<file path="src/sv/mips_pkg.sv">
`default_nettype none
package mips_pkg;

    localparam int MAX_RTT_SAMPLES = 1024;
    localparam int SAMPLE_IDX_W = $clog2(MAX_RTT_SAMPLES);
    localparam int SAMPLE_CNT_W = $clog2(MAX_RTT_SAMPLES + 1);
    localparam int RTT_SUM_W = 24 + SAMPLE_IDX_W + 6;
    localparam int QUEUE_DEPTH = 2;
    localparam int DIV_W = 72;

    typedef enum logic [1:0] {
        CMD_SENT   = 2'd0,
        CMD_ACKED  = 2'd1,
        CMD_LOST   = 2'd2,
        CMD_REPORT = 2'd3
    } cmd_t;

    localparam logic [0:0] REG_INTERVAL_END = 1'b0;

    typedef struct packed {
        cmd_t        cmd;
        logic [31:0] now_time;
        logic [30:0] pkt_number;
        logic [15:0] pkt_bytes;
        logic [23:0] rtt_sample;
        logic        all_sent;
    } item_t;

    typedef struct packed {
        logic        all_sent;
        logic        all_accounted;
        logic [31:0] sent_count;
        logic [31:0] accounted_count;
        logic [47:0] throughput;
        logic [47:0] send_rate;
        logic [31:0] mean_rtt;
        logic [18:0] rtt_drift;
        logic [16:0] loss_rate;
        logic        samples_overflow;
    } result_t;

endpackage
`default_nettype wire

</file>
<file path="src/sv/mips_front.sv">
`default_nettype none
module mips_front (
    input  wire logic            clk,
    input  wire logic            rst_n,
    input  wire logic            in_valid,
    output logic                 in_stall,
    input  wire logic [1:0]      cmd,
    input  wire logic [31:0]     now_time,
    input  wire logic [30:0]     pkt_number,
    input  wire logic [15:0]     pkt_bytes,
    input  wire logic [23:0]     rtt_sample,
    input  wire logic [31:0]     interval_end_time,
    output logic                 q_valid,
    output mips_pkg::item_t      q_item,
    input  wire logic            q_pop
);
    mips_pkg::item_t mem_reg [mips_pkg::QUEUE_DEPTH];
    logic [0:0] wp_reg, wp_next, rp_reg, rp_next;
    logic [1:0] cnt_reg, cnt_next;
    logic push;

    assign in_stall = (cnt_reg == 2'(mips_pkg::QUEUE_DEPTH));
    assign push = in_valid && !in_stall;
    assign q_valid = (cnt_reg != 2'd0);
    assign q_item = mem_reg[rp_reg];

    always_comb
    begin
        wp_next = push ? wp_reg + 1'b1 : wp_reg;
        rp_next = q_pop ? rp_reg + 1'b1 : rp_reg;
        cnt_next = cnt_reg + 2'(push) - 2'(q_pop);
    end

    always_ff @(posedge clk or negedge rst_n)
    begin
        if (!rst_n)
        begin
            wp_reg <= '0;
            rp_reg <= '0;
            cnt_reg <= '0;
        end
        else
        begin
            wp_reg <= wp_next;
            rp_reg <= rp_next;
            cnt_reg <= cnt_next;
        end
    end

    always_ff @(posedge clk)
    begin
        if (push)
        begin
            mem_reg[wp_reg] <= '{cmd: mips_pkg::cmd_t'(cmd), now_time: now_time,
                pkt_number: pkt_number, pkt_bytes: pkt_bytes,
                rtt_sample: rtt_sample, all_sent: (now_time >= interval_end_time)};
        end
    end
endmodule
`default_nettype wire

</file>
<file path="config.mk">
export PLATFORM = sky130hd
export DESIGN_NAME = mips_front
export DESIGN_NICKNAME = d
export VERILOG_FILES = /design/src/sv/mips_pkg.sv /design/src/sv/mips_front.sv
export SDC_FILE = /design/constraint.sdc
export NUM_CORES = 1
export LEC_CHECK = 0
export BUFFER_PORTS_ARGS = -buffer_cell sky130_fd_sc_hd__buf_4
export CAP_MARGIN = 20
export CORE_MARGIN = 2
export CORE_UTILIZATION = 52
export CTS_CLUSTER_DIAMETER = 100
export DETAILED_ROUTE_END_ITERATION = 8
export PLACE_DENSITY = 0.87
export RECOVER_POWER = 25
export SETUP_SLACK_MARGIN = 0.15
export SLEW_MARGIN = 40
export SYNTH_ARGS = -nofsm -noshare
export SYNTH_HDL_FRONTEND = slang
export SYNTH_SLANG_ARGS = --single-unit
</file>
<file path="constraint.sdc">
create_clock -name clk -period 6.4 [get_ports clk]
set_input_delay 1.28 -clock clk [delete_from_list [all_inputs] [get_ports clk]]
set_output_delay 1.28 -clock clk [all_outputs]
set_load 0.01 [all_outputs]
</file>
==> run summary <==
status: finished clean
fmax: 253 MHz
multi-input combinational cell area: 1970 um^2
filler cell count in the final layout: 1064
top-count cell post-synth: edfxtp_1
cts-stage hold buffer count: 0
Routed Wire Length: 17300 um
Hold Crit Start: cnt_reg[1]$_DFF_PN0_
first-pass GRT wire length: 27400 um
Final HPWL DP: 12000 um
via count: 4929
Worst EP required: 5.12 ns
minimum clock period after layout: 3.96 ns
Core Area: 16400 um^2
grt ovf: 0
share of cells above drive strength 1: 51.1%
clock sink total: 216
endpoints failing hold: 0
Synth warnings: 0
Synth Cell Area: 8610 um^2
Syn Nets: 630
ys async rst share: 1.85%
met3 Use GR: 5.29%
LEAKAGE: 0.00448 uW
peak supply drop: 0.000293 V
total CTS buffers: 22
Post-synth EDFFs: 212
io pins: 249
worst hold path endpoint: cnt_reg[1]$_DFF_PN0_
FF-to-FF Start: cnt_reg[1]$_DFF_PN0_
Fin Setup TNS: 0 ns
largest cells by area after synthesis: edfxtp_1 74%, mux2_2 14%, ha_1 4.9%, inv_1 1.5%, dfrtp_1 1.2%
Yosys cell types: 29
met1 GRT Util: 23.7%
met2 Usage GRT: 35.1%
CP startpoint kind: register
CTS tree: built
post-synthesis sequential area ratio: 75.1%
hold path depth: 1
worst r2r dst: mem_reg[1][7]$_DFFE_PP_
clock latency on the worst-skew pair: 0.49 ns
Layout Nets: 894
RSZ-0062 raised after global routing: no
Die Y: 133 um
Critical Path Start: rp_reg$_DFFE_PN0P_
Layout area overhead: 32.2%
initial antenna violation count: 0
H-tree depth: 1
Post-Place Cells: 915
drt pass-1 iters: 4
die area: 17600 um^2
CP endpoint kind: output port
Post-synth top cells: 212 x edfxtp_1, 106 x mux2_2, 34 x ha_1, 34 x inv_1, 12 x buf_2
flop-to-flop setup slack: 4.02 ns
drc violations: 0
diode count: 0
max_slew headroom: 49.4%
gr busiest metal: met2
GP Congestion: 0.845
ANT nets after route: 0
# Post-CTS Setup Buffers: 0
period utilisation layout: 61.8%
vias in the first global route: 5374
final std cells w/o fill: 954
Die W: 133 um
CTS clock-pin slew for the worst setup and hold paths: 0.06 ns
setup violators final: 0
Hold Crit Class: reg -> reg
Slew Viols, Final: 0
PwrDens: 424 nW/um^2
Mapped Cells: 455
initial drt markers: 241
starting density of the core: 52.5%
PostCTS Resize Cnt: 0
Clock Skew: 0.00603 ns
I/O Buffers: 248
worst-case clock buffer depth: 3
Synth Register Bits: 216
crit path DAT: 2.68 ns
Synth area leader: edfxtp_1
Worst R2R Path Depth: 3
Post-synth top flop: edfxtp_1
Max Cap Viol: 0
worst-margin pin slew: 0.759 ns
WL/cell: 18.2 um
crit path max fanout: 59
overall global routing resource usage: 19.8%
Syn Area/Cell: 18.9 um^2
max FFs per register: 212
Vias per Instance: 5.17
row cnt: 47
Yosys top cell area share: 73.9%
Core Util, Final: 69.4%
Root Buffer: clkbuf_16
largest net degree at the start of global routing: 66
critical path type: reg -> out
Reg area: 6470 um^2
==> power breakdown <==
part	internal, uW	switching (uW)	leakage (uW)	total [uW]
Combinational	776	712	0.00212	1490
Clock	772	495	0.000352	1270
Sequential	1940	133	0.00201	2070
==> cells by family after synthesis <==
logic type      synth area share, %
simple gates                   1.55
buf+inv                        2.18
mux                            13.9
flops                          75.1
xor+xnor                      0.407
compound gates                 1.99
fa+ha+maj                      4.94
==> worst max-delay path, stage by stage (launching register included) <==
cell,delay [ns]
dfrtp_4,0.84
buf_4,0.70
mux2_2,0.44
buf_4,0.15
==> metrics by stage <==
step                instance area [um^2]  setup WS (ns)  total power [uW]  hold WS [ns]
floorplan                           8620           1.83              2900         0.460
global placement                   10700           2.97              3540         0.479
detailed placement                 10700           2.91              3600         0.497
CTS                                11500           2.39              4880         0.509
global route                       11400           2.30              5050         0.537
finish                             11400           2.44              4830         0.511
==> final cells by class <==
cell class | count | share of cell area, %
multi-input cells | 193 | 17.3
well taps | 220 | 2.42
clock inverters | 13 | 1.19
flip-flops and latches | 216 | 56.8
repair buffers | 252 | 16.0
clock buffers | 26 | 5.15
inverters | 34 | 1.12
==> worst max path at each step <==
| stage | endpoint | cells after the start |
|---|---|---|
| after detailed placement | q_item[11] | 3 |
| after CTS | q_item[11] | 3 |
| after global placement | q_item[11] | 3 |
| final | q_item[6] | 3 |
| after global routing | q_item[6] | 3 |
| after floorplan | mem_reg[0][0]$_DFFE_PP_ | 2 |
==> layout by cell type, fill, tap and decap left out, types with 4 or more instances in the layout <==
| master | n |
|---|---|
| inv_1 | 34 |
| mux2_2 | 106 |
| clkbuf_1 | 22 |
| clkbuf_4 | 50 |
| nand4_1 | 4 |
| edfxtp_1 | 212 |
| clkbuf_16 | 23 |
| ha_1 | 34 |
| a21oi_1 | 8 |
| nand2_1 | 6 |
| nand3_1 | 4 |
| clkinv_1 | 7 |
| buf_4 | 182 |
==> routing by layer <==
layer	routed length, um	up-vias
met5	0	-
li1	-	2281
met3	1280	32
met1	6690	2415
met4	410	0
met2	8960	201
Power figures use the tool's default switching activity.
